**src/rtl/gidx_pkg.sv**
```systemverilog
package gidx_pkg;

  // Grid shape
  localparam int NUM_AXES   = 3;
  localparam int MAX_EXTENT = 1024;

  // Field widths
  localparam int EXT_W    = 11;   // extent registers and axis 0
  localparam int AXIS_W   = 10;   // axes 1 and 2
  localparam int FLAT_W   = 31;   // flat index
  localparam int PLANE_W  = 21;   // e1*e2 and partial flat sums
  localparam int STRIDE_W = 32;
  localparam int MODE_W   = 3;
  localparam int CFG_IDX_W = 2;

  // Restoring divide: quotient bits per division
  localparam int DIV_STEPS = 11;

  // Item modes
  localparam logic [MODE_W-1:0] MODE_LOAD = 3'd0;
  localparam logic [MODE_W-1:0] MODE_FWD  = 3'd1;
  localparam logic [MODE_W-1:0] MODE_BACK = 3'd2;
  localparam logic [MODE_W-1:0] MODE_ADD  = 3'd3;
  localparam logic [MODE_W-1:0] MODE_SUB  = 3'd4;

  // Configuration register indexes
  localparam logic [CFG_IDX_W-1:0] REG_EXTENT_AXIS0 = 2'd0;
  localparam logic [CFG_IDX_W-1:0] REG_EXTENT_AXIS1 = 2'd1;
  localparam logic [CFG_IDX_W-1:0] REG_EXTENT_AXIS2 = 2'd2;

  // Shared arithmetic unit operations
  typedef logic alu_op_t;
  localparam alu_op_t ALU_MAC  = 1'b0;   // a*b + c
  localparam alu_op_t ALU_CSUB = 1'b1;   // a >= b ? a-b : a

  // Register value to effective extent: 0 counts as 1, clamp at MAX_EXTENT
  function automatic logic [EXT_W-1:0] eff_extent(input logic [EXT_W-1:0] v);
    logic [EXT_W-1:0] r;
    r = v;
    if (v == '0) begin
      r = EXT_W'(1);
    end else if (32'(v) > MAX_EXTENT) begin
      r = EXT_W'(MAX_EXTENT);
    end
    return r;
  endfunction

endpackage

```
**src/rtl/gidx_alu.sv**
```systemverilog
module gidx_alu (
  input  gidx_pkg::alu_op_t                op,
  input  logic [gidx_pkg::FLAT_W-1:0]      a,
  input  logic [gidx_pkg::FLAT_W-1:0]      b,
  input  logic [gidx_pkg::AXIS_W-1:0]      c,
  output logic [gidx_pkg::FLAT_W-1:0]      res,
  output logic                             ge
);
  import gidx_pkg::*;

  logic [PLANE_W+EXT_W-1:0] prod;
  logic [PLANE_W+EXT_W-1:0] mac;
  logic [FLAT_W:0]          diff;

  // Multiply-add on the narrow operand slices
  assign prod = a[PLANE_W-1:0] * b[EXT_W-1:0];
  assign mac  = prod + (PLANE_W+EXT_W)'(c);

  // Compare-subtract for one restoring divide step
  assign diff = {1'b0, a} - {1'b0, b};
  assign ge   = ~diff[FLAT_W];

  always_comb begin
    case (op)
      ALU_MAC:  res = mac[FLAT_W-1:0];
      ALU_CSUB: res = ge ? diff[FLAT_W-1:0] : a;
      default:  res = a;
    endcase
  end

endmodule

```
**src/rtl/grid_index_walker.sv**
```systemverilog
// Row-major index walker over a grid of up to three configured axes. An item
// is taken when start is high and busy is low; one result follows, shown for
// exactly one cycle with done high, and it cannot be held off, so the
// receiver must take it in that cycle. Every item runs through one shared
// multiply-add / compare-subtract unit under a small sequencer. Each item forms
// the grid total and the current flat index; loads and steps then form the new
// flat index, stride moves run two 11-step restoring divisions by e1*e2 and
// by e2 unless the new flat index is negative or above the total, and unknown
// modes do neither. busy falls as done rises. Extent registers are written
// through the cfg channel, which is always ready; write them only while the
// block is idle. A refused move reports range_error and keeps the old position.
module grid_index_walker (
  input  logic                               clk,
  input  logic                               rst,
  // item command
  input  logic                               start,
  output logic                               busy,
  input  logic [gidx_pkg::MODE_W-1:0]        mode,
  input  logic signed [gidx_pkg::STRIDE_W-1:0] stride,
  input  logic [gidx_pkg::EXT_W-1:0]         load_axis0,
  input  logic [gidx_pkg::AXIS_W-1:0]        load_axis1,
  input  logic [gidx_pkg::AXIS_W-1:0]        load_axis2,
  // configuration writes
  input  logic                               cfg_valid,
  output logic                               cfg_ready,
  input  logic [gidx_pkg::CFG_IDX_W-1:0]     cfg_index,
  input  logic [gidx_pkg::EXT_W-1:0]         cfg_data,
  // result
  output logic                               done,
  output logic [gidx_pkg::EXT_W-1:0]         pos_axis0,
  output logic [gidx_pkg::AXIS_W-1:0]        pos_axis1,
  output logic [gidx_pkg::AXIS_W-1:0]        pos_axis2,
  output logic [gidx_pkg::FLAT_W-1:0]        flat_position,
  output logic                               in_grid,
  output logic                               range_error
);
  import gidx_pkg::*;

  localparam logic [3:0] ST_IDLE = 4'd0;
  localparam logic [3:0] ST_TOT1 = 4'd1;
  localparam logic [3:0] ST_TOT2 = 4'd2;
  localparam logic [3:0] ST_CUR1 = 4'd3;
  localparam logic [3:0] ST_CUR2 = 4'd4;
  localparam logic [3:0] ST_NEW1 = 4'd5;
  localparam logic [3:0] ST_NEW2 = 4'd6;
  localparam logic [3:0] ST_ADD  = 4'd7;
  localparam logic [3:0] ST_DIV1 = 4'd8;
  localparam logic [3:0] ST_DIV2 = 4'd9;
  localparam logic [3:0] ST_FIN  = 4'd10;

  localparam int        SUM_W    = FLAT_W + 3;
  localparam logic [3:0] CNT_LAST = 4'(DIV_STEPS - 1);

  logic [3:0]              state;
  logic [EXT_W-1:0]        ext0, ext1, ext2;
  logic [EXT_W-1:0]        e0, e1, e2;
  logic [EXT_W-1:0]        pos0;
  logic [AXIS_W-1:0]       pos1, pos2;
  logic [EXT_W-1:0]        n0;
  logic [AXIS_W-1:0]       n1, n2;
  logic [MODE_W-1:0]       mode_r;
  logic [STRIDE_W-1:0]     stride_r;
  logic [PLANE_W-1:0]      plane, acc;
  logic [FLAT_W-1:0]       total, flat_cur, flat_new;
  logic [FLAT_W-1:0]       rem, dvs;
  logic [DIV_STEPS-1:0]    quo;
  logic [3:0]              cnt;
  logic                    err_r, chk_r, change_r;

  // effective extents
  assign e0 = eff_extent(ext0);
  assign e1 = eff_extent(ext1);
  assign e2 = (NUM_AXES < 3) ? EXT_W'(1) : eff_extent(ext2);

  assign busy      = (state != ST_IDLE);
  assign cfg_ready = 1'b1;

  // Candidate position for load and single steps, taken at accept
  logic [EXT_W-1:0]  inc2, inc1, min2, min1, dec2, dec1;
  logic              f2_wrap, f1_wrap, b2_zero, b1_zero;
  logic [AXIS_W-1:0] ld_n2;
  logic [EXT_W-1:0]  step_n0;
  logic [AXIS_W-1:0] step_n1, step_n2;
  logic              step_err;

  always_comb begin
    inc2    = {1'b0, pos2} + EXT_W'(1);
    inc1    = {1'b0, pos1} + EXT_W'(1);
    f2_wrap = (inc2 >= e2);
    f1_wrap = (inc1 >= e1);
    b2_zero = (pos2 == '0);
    b1_zero = (pos1 == '0);
    min2    = ({1'b0, pos2} > e2) ? e2 : {1'b0, pos2};
    min1    = ({1'b0, pos1} > e1) ? e1 : {1'b0, pos1};
    dec2    = b2_zero ? (e2 - EXT_W'(1)) : (min2 - EXT_W'(1));
    dec1    = b1_zero ? (e1 - EXT_W'(1)) : (min1 - EXT_W'(1));
    ld_n2   = (NUM_AXES < 3) ? '0 : load_axis2;
    step_n0  = pos0;
    step_n1  = pos1;
    step_n2  = pos2;
    step_err = 1'b0;
    case (mode)
      MODE_LOAD: begin
        step_n0  = load_axis0;
        step_n1  = load_axis1;
        step_n2  = ld_n2;
        step_err = ({1'b0, load_axis1} >= e1) || ({1'b0, ld_n2} >= e2);
      end
      MODE_FWD: begin
        // carry from the fastest axis toward axis 0
        step_n2 = f2_wrap ? '0 : inc2[AXIS_W-1:0];
        if (f2_wrap) begin
          step_n1 = f1_wrap ? '0 : inc1[AXIS_W-1:0];
          if (f1_wrap) begin
            step_n0 = pos0 + EXT_W'(1);
          end
        end
      end
      MODE_BACK: begin
        // borrow; refused when axis 0 would go below zero
        step_n2 = dec2[AXIS_W-1:0];
        if (b2_zero) begin
          step_n1 = dec1[AXIS_W-1:0];
          if (b1_zero) begin
            step_err = (pos0 == '0);
            step_n0  = pos0 - EXT_W'(1);
          end
        end
      end
      default: begin
      end
    endcase
  end

  // Shared arithmetic unit operand select
  alu_op_t           alu_op;
  logic [FLAT_W-1:0] alu_a, alu_b, alu_res;
  logic [AXIS_W-1:0] alu_c;
  logic              alu_ge;

  always_comb begin
    alu_op = ALU_MAC;
    alu_a  = '0;
    alu_b  = '0;
    alu_c  = '0;
    case (state)
      ST_TOT1: begin
        alu_a = FLAT_W'(e1);
        alu_b = FLAT_W'(e2);
      end
      ST_TOT2: begin
        alu_a = FLAT_W'(plane);
        alu_b = FLAT_W'(e0);
      end
      ST_CUR1: begin
        alu_a = FLAT_W'(pos0);
        alu_b = FLAT_W'(e1);
        alu_c = pos1;
      end
      ST_CUR2: begin
        alu_a = FLAT_W'(acc);
        alu_b = FLAT_W'(e2);
        alu_c = pos2;
      end
      ST_NEW1: begin
        alu_a = FLAT_W'(n0);
        alu_b = FLAT_W'(e1);
        alu_c = n1;
      end
      ST_NEW2: begin
        alu_a = FLAT_W'(acc);
        alu_b = FLAT_W'(e2);
        alu_c = n2;
      end
      ST_DIV1, ST_DIV2: begin
        alu_op = ALU_CSUB;
        alu_a  = rem;
        alu_b  = dvs;
      end
      default: begin
      end
    endcase
  end

  gidx_alu u_alu (
    .op  (alu_op),
    .a   (alu_a),
    .b   (alu_b),
    .c   (alu_c),
    .res (alu_res),
    .ge  (alu_ge)
  );

  // Stride move: flat index plus or minus the signed stride
  logic signed [SUM_W-1:0] f_sum;
  logic                    f_bad;

  always_comb begin
    if (mode_r == MODE_ADD) begin
      f_sum = $signed({3'b000, flat_cur}) + SUM_W'($signed(stride_r));
    end else begin
      f_sum = $signed({3'b000, flat_cur}) - SUM_W'($signed(stride_r));
    end
    f_bad = f_sum[SUM_W-1] || (f_sum > $signed({3'b000, total}));
  end

  // Quotient with this step's bit shifted in
  logic [DIV_STEPS-1:0] quo_next;
  assign quo_next = {quo[DIV_STEPS-2:0], alu_ge};

  // Final decision and chosen position
  logic              err_fin, commit;
  logic [EXT_W-1:0]  sel0;
  logic [AXIS_W-1:0] sel1, sel2;

  always_comb begin
    err_fin = err_r || (chk_r && (flat_new > total));
    commit  = change_r && !err_fin;
    sel0    = commit ? n0 : pos0;
    sel1    = commit ? n1 : pos1;
    sel2    = commit ? n2 : pos2;
  end

  // Configuration registers
  always_ff @(posedge clk) begin
    if (rst) begin
      ext0 <= EXT_W'(1);
      ext1 <= EXT_W'(1);
      ext2 <= EXT_W'(1);
    end else if (cfg_valid && cfg_ready) begin
      case (cfg_index)
        REG_EXTENT_AXIS0: ext0 <= cfg_data;
        REG_EXTENT_AXIS1: ext1 <= cfg_data;
        REG_EXTENT_AXIS2: ext2 <= cfg_data;
        default: begin
        end
      endcase
    end
  end

  // Sequencer and control state
  always_ff @(posedge clk) begin
    if (rst) begin
      state <= ST_IDLE;
      done  <= 1'b0;
      pos0  <= '0;
      pos1  <= '0;
      pos2  <= '0;
    end else begin
      done <= 1'b0;
      case (state)
        ST_IDLE: begin
          if (start) begin
            state <= ST_TOT1;
          end
        end
        ST_TOT1: state <= ST_TOT2;
        ST_TOT2: state <= ST_CUR1;
        ST_CUR1: state <= ST_CUR2;
        ST_CUR2: begin
          if (mode_r == MODE_ADD || mode_r == MODE_SUB) begin
            state <= ST_ADD;
          end else if (chk_r) begin
            state <= ST_NEW1;
          end else begin
            state <= ST_FIN;
          end
        end
        ST_NEW1: state <= ST_NEW2;
        ST_NEW2: state <= ST_FIN;
        ST_ADD: begin
          state <= f_bad ? ST_FIN : ST_DIV1;
        end
        ST_DIV1: begin
          if (cnt == '0) begin
            state <= ST_DIV2;
          end
        end
        ST_DIV2: begin
          if (cnt == '0) begin
            state <= ST_FIN;
          end
        end
        ST_FIN: begin
          state <= ST_IDLE;
          done  <= 1'b1;
          pos0  <= sel0;
          pos1  <= sel1;
          pos2  <= sel2;
        end
        default: state <= ST_IDLE;
      endcase
    end
  end

  // Datapath registers
  always_ff @(posedge clk) begin
    case (state)
      ST_IDLE: begin
        mode_r   <= mode;
        stride_r <= stride;
        n0       <= step_n0;
        n1       <= step_n1;
        n2       <= step_n2;
        err_r    <= step_err;
        chk_r    <= (mode == MODE_LOAD) || (mode == MODE_FWD) || (mode == MODE_BACK);
        change_r <= (mode == MODE_LOAD) || (mode == MODE_FWD) || (mode == MODE_BACK)
                    || (mode == MODE_ADD) || (mode == MODE_SUB);
      end
      ST_TOT1: plane    <= alu_res[PLANE_W-1:0];
      ST_TOT2: total    <= alu_res;
      ST_CUR1: acc      <= alu_res[PLANE_W-1:0];
      ST_CUR2: flat_cur <= alu_res;
      ST_NEW1: acc      <= alu_res[PLANE_W-1:0];
      ST_NEW2: flat_new <= alu_res;
      ST_ADD: begin
        // new flat index is the divide's dividend
        err_r    <= f_bad;
        flat_new <= f_sum[FLAT_W-1:0];
        rem      <= f_sum[FLAT_W-1:0];
        dvs      <= {plane, 10'b0};
        quo      <= '0;
        cnt      <= CNT_LAST;
      end
      ST_DIV1: begin
        rem <= alu_res;
        if (cnt == '0) begin
          n0  <= quo_next;
          dvs <= {10'b0, e2, 10'b0};
          quo <= '0;
          cnt <= CNT_LAST;
        end else begin
          quo <= quo_next;
          dvs <= dvs >> 1;
          cnt <= cnt - 4'd1;
        end
      end
      ST_DIV2: begin
        rem <= alu_res;
        if (cnt == '0) begin
          n1 <= quo_next[AXIS_W-1:0];
          n2 <= alu_res[AXIS_W-1:0];
        end else begin
          quo <= quo_next;
          dvs <= dvs >> 1;
          cnt <= cnt - 4'd1;
        end
      end
      ST_FIN: begin
        pos_axis0     <= sel0;
        pos_axis1     <= sel1;
        pos_axis2     <= sel2;
        flat_position <= commit ? flat_new : flat_cur;
        in_grid       <= (sel0 < e0) && ({1'b0, sel1} < e1) && ({1'b0, sel2} < e2);
        range_error   <= err_fin;
      end
      default: begin
      end
    endcase
  end

endmodule

```
**config.mk**
```make
export PLATFORM = sky130hd
export DESIGN_NAME = grid_index_walker
export DESIGN_NICKNAME = d
export VERILOG_FILES = /design/src/rtl/gidx_pkg.sv /design/src/rtl/gidx_alu.sv /design/src/rtl/grid_index_walker.sv
export SDC_FILE = /design/constraint.sdc
export NUM_CORES = 2
export LEC_CHECK = 0
export ABC_CLOCK_PERIOD_IN_PS = 18400
export BUFFER_PORTS_ARGS = -buffer_cell sky130_fd_sc_hd__buf_2
export CORE_ASPECT_RATIO = 0.75
export CORE_MARGIN = 2
export CORE_UTILIZATION = 58
export CTS_BUF_LIST = sky130_fd_sc_hd__clkbuf_8
export DETAILED_ROUTE_END_ITERATION = 6
export MAX_ROUTING_LAYER = met4
export PLACE_DENSITY_LB_ADDON = 0.15
export SLEW_MARGIN = 10
export SYNTH_ARGS = -nofsm -noshare
export SYNTH_HDL_FRONTEND = slang
export SYNTH_SLANG_ARGS = --single-unit
```
**constraint.sdc**
```tcl
create_clock -name clk -period 18.4 [get_ports clk]
set_clock_uncertainty 0.05 [all_clocks]
set_input_delay 3.68 -clock clk [delete_from_list [all_inputs] [get_ports clk]]
set_output_delay 3.68 -clock clk [all_outputs]
set_load 0.1 [all_outputs]
```
==> results.sh <==
export IMPL_status="finished with violations"
export IMPL_violations="DRC"
export IMPL_synthArstFlopShare=0
export IMPL_cp_slowest_cell="a221o_1"
export IMPL_yosys_warnings=0
export IMPL_setup_violations=0
export IMPL_globalplace_congestion=1.12
export IMPL_cp_startpoint="state[1]"
export IMPL_crit_fanout=56
export IMPL_cap_violations=0
export IMPL_cpLargestDelayFamily="compound AO/OA/AOI/OAI gates"
export IMPL_worst_ep_arrival_time_ns=10.12
export IMPL_worstSetupStartpointType="register"
export IMPL_synth_top_area_frac=0.296
export IMPL_slew_viol_final=0
export IMPL_cp_num_buf_inv=6
export IMPL_max_slew_margin=0.245
export IMPL_worstSetupPathType="register to register"
export IMPL_core_sq_um=59200
export IMPL_cpPeakStageDelay_ns=0.87
export IMPL_nets=4336
export IMPL_worst_r2r_cell_count=26
export IMPL_grt_pass1_wl_um=190000
export IMPL_grtUsageTotal=0.426
export IMPL_numPortBuffers=148
export IMPL_worst_pin_slew_ns=1.13
export IMPL_yosysMostFrequentCell="nand2_1"
export IMPL_die_y_um=216
export IMPL_timing_rr_start="state[1]"
export IMPL_clockRootBuffer="clkbuf_8"
export IMPL_drc_errors=4
export IMPL_crit_path_end="flat_new[26]"
export IMPL_rsz0062_at_grt="false"
export IMPL_firstDrtPassIters=7
export IMPL_vias=30900
export IMPL_area_delta_synth_final_pct=8.32
export IMPL_synth_edf_count=344
export IMPL_synthesis_area_sq_um=34900
export IMPL_synth_area_leader_cell="edfxtp_1"
export IMPL_hp_class="register to register"
export IMPL_grt_pass1_vias=29100
export IMPL_wl_per_cell_um=28.0
export IMPL_ys_ff_latch=413
export IMPL_syn_inst=3660
export IMPL_fmax_mhz=102
export IMPL_clock_sinks=413
export IMPL_syn_area_per_cell_sq_um=9.52
export IMPL_die_w_um=287
export IMPL_drtIter0Drc=4769
export IMPL_insertion_delay_ns=0.67
export IMPL_crit_required_ns=18.72
export IMPL_drive_gt1_frac=0.110
export IMPL_io_pins=150
export IMPL_finalSetupTns_ns=0
export IMPL_die_area_sq_um=62100
export IMPL_layout_min_cycle_time_ns=9.79
export IMPL_place_inst=4476
export IMPL_via_per_inst=6.71
export IMPL_crit_top_cell="fa_1"
export IMPL_crit_cells=26
export IMPL_start_util=0.589
export IMPL_synth_area_leaders="edfxtp_1 (30%), ha_1 (11%), fa_1 (10%)"
export IMPL_overflow=0
export IMPL_synth_top_flop_cell="edfxtp_1"
export IMPL_post_cts_buffers=0
export IMPL_wl_um=129000
export IMPL_core_rowCount=77
export IMPL_fin_cells=4606
export IMPL_peakVddDrop_mv=0.0812
export IMPL_synthTopCellsByCount="nand2_1 (389), inv_1 (355), edfxtp_1 (344), ha_1 (315), nor2_1 (296)"
export IMPL_rrSetupSlack_ns=8.61
export IMPL_grt_max_degree=84
export IMPL_dp_final_hpwl_um=98600
export IMPL_path_clk_slew_ns=0.07
export IMPL_antenna_found_initial=6
export IMPL_finalHoldViolCount=0
export IMPL_ys_types=101
export IMPL_htreeDepth=3
export IMPL_cts_resized=0
export IMPL_powerDensity_nw_per_um2=95.5
export IMPL_seq_area_frac_synth=0.336
export IMPL_cts_tree="done"
export IMPL_p_leak_uw=0.0163
export IMPL_cts_buffers=69
export IMPL_r2r_end="flat_new[26]"
export IMPL_clockBufferDepth=3
export IMPL_cp_end_kind="register"
export IMPL_antenna_left=0
export IMPL_synth_net_count=4239
export IMPL_post_route_period_util=0.532
export IMPL_hold_buffers=0
-- cells in the final DEF (no fill, tap or decap), types with 86 or more instances in the layout --
cell type / instances
buf_2: 148
a21oi_1: 208
o21ai_0: 158
inv_1: 376
ha_1: 315
fa_1: 181
edfxtp_1: 344
xnor2_1: 86
nor2_1: 292
nand2_1: 387
-- flip-flops by register name (all words and copies together) (netlist names), 21 cells and up --
name / flops
stride_r: 32
dvs: 31
flat_cur: 31
flat_new: 31
flat_position: 31
rem: 31
total: 31
acc: 21
plane: 21
-- metal layers --
| metal | vias to the layer above | track usage | wire [um] |
|---|---|---|---|
| met5 | - | - | 0 |
| li1 | 13200 | - | - |
| met1 | 15100 | 0.628 | 54000 |
| met2 | 2459 | 0.541 | 49700 |
| met3 | 218 | 0.171 | 22500 |
| met4 | 0 | 0.0905 | 2680 |
-- worst register-to-register path: stages, from the launching register on --
cell      delay (ns)
dfxtp_1         0.65
nand2b_1        0.20
nor3_4          0.13
buf_4           0.67
a21boi_1        0.64
a221o_1         0.88
clkinv_1        0.63
nor2_1          0.29
fa_1            0.22
inv_1           0.07
fa_1            0.49
fa_1            0.50
inv_1           0.06
fa_1            0.58
inv_1           0.08
fa_1            0.53
inv_1           0.05
ha_1            0.34
nand2_1         0.07
o21ai_0         0.26
nand2_1         0.14
o31ai_1         0.68
a31oi_1         0.31
o21ai_0         0.28
xnor2_1         0.21
mux2i_1         0.16
mux2_2          0.31
-- how the worst min path moves through the flow --
stage                 start      end  cells past startpoint
detailed placement  ext1[0]  ext1[0]                      1
global route        ext1[0]  ext1[0]                      1
finish              ext1[0]  ext1[0]                      1
global placement    ext1[0]  ext1[0]                      1
CTS                 ext1[0]  ext1[0]                      1
floorplan           ext1[0]  ext1[0]                      1
-- cell families (layout without fill, tap and decap cells) --
group / Yosys count / count (layout) / share of synthesized area
other: 1 / 6 / 0.000108
adder cells (fa/ha/maj): 496 / 496 / 0.217
flip-flops: 413 / 413 / 0.336
buffers and inverters: 555 / 706 / 0.0619
AO/OA/AOI/OAI: 837 / 837 / 0.161
XOR/XNOR: 142 / 142 / 0.0357
AND/OR/NAND/NOR: 1078 / 1078 / 0.143
multiplexers: 138 / 138 / 0.0452
-- stage by stage --
stage	worst slack, ns	power [uW]	utilization	area, sq um	hold slack, ns
global route	8.22	3740	0.638	37800	0.469
floorplan	10.38	2220	-	34900	0.386
detailed placement	8.94	2690	0.615	36400	0.425
finish	8.61	3610	0.638	37800	0.464
global placement	9.12	2640	0.615	36400	0.412
CTS	8.81	3520	0.638	37700	0.449
-- final cells by class --
class	count	area (sq um)
clock inverter	54	399
timing repair buffer	205	1170
multi-input combinational	2692	21100
sequential	413	11700
antenna	5	12.5
clock buffer	71	977
inverter	376	1410
tap	790	988
fill	4891	21400
-- power by group --
group | internal [uW] | switching [uW] | total [uW]
Sequential | 1130 | 63.2 | 1190
Combinational | 535 | 1030 | 1570
Clock | 436 | 411 | 847
Total | 2100 | 1500 | 3610
(Power assumes the default switching activity.)
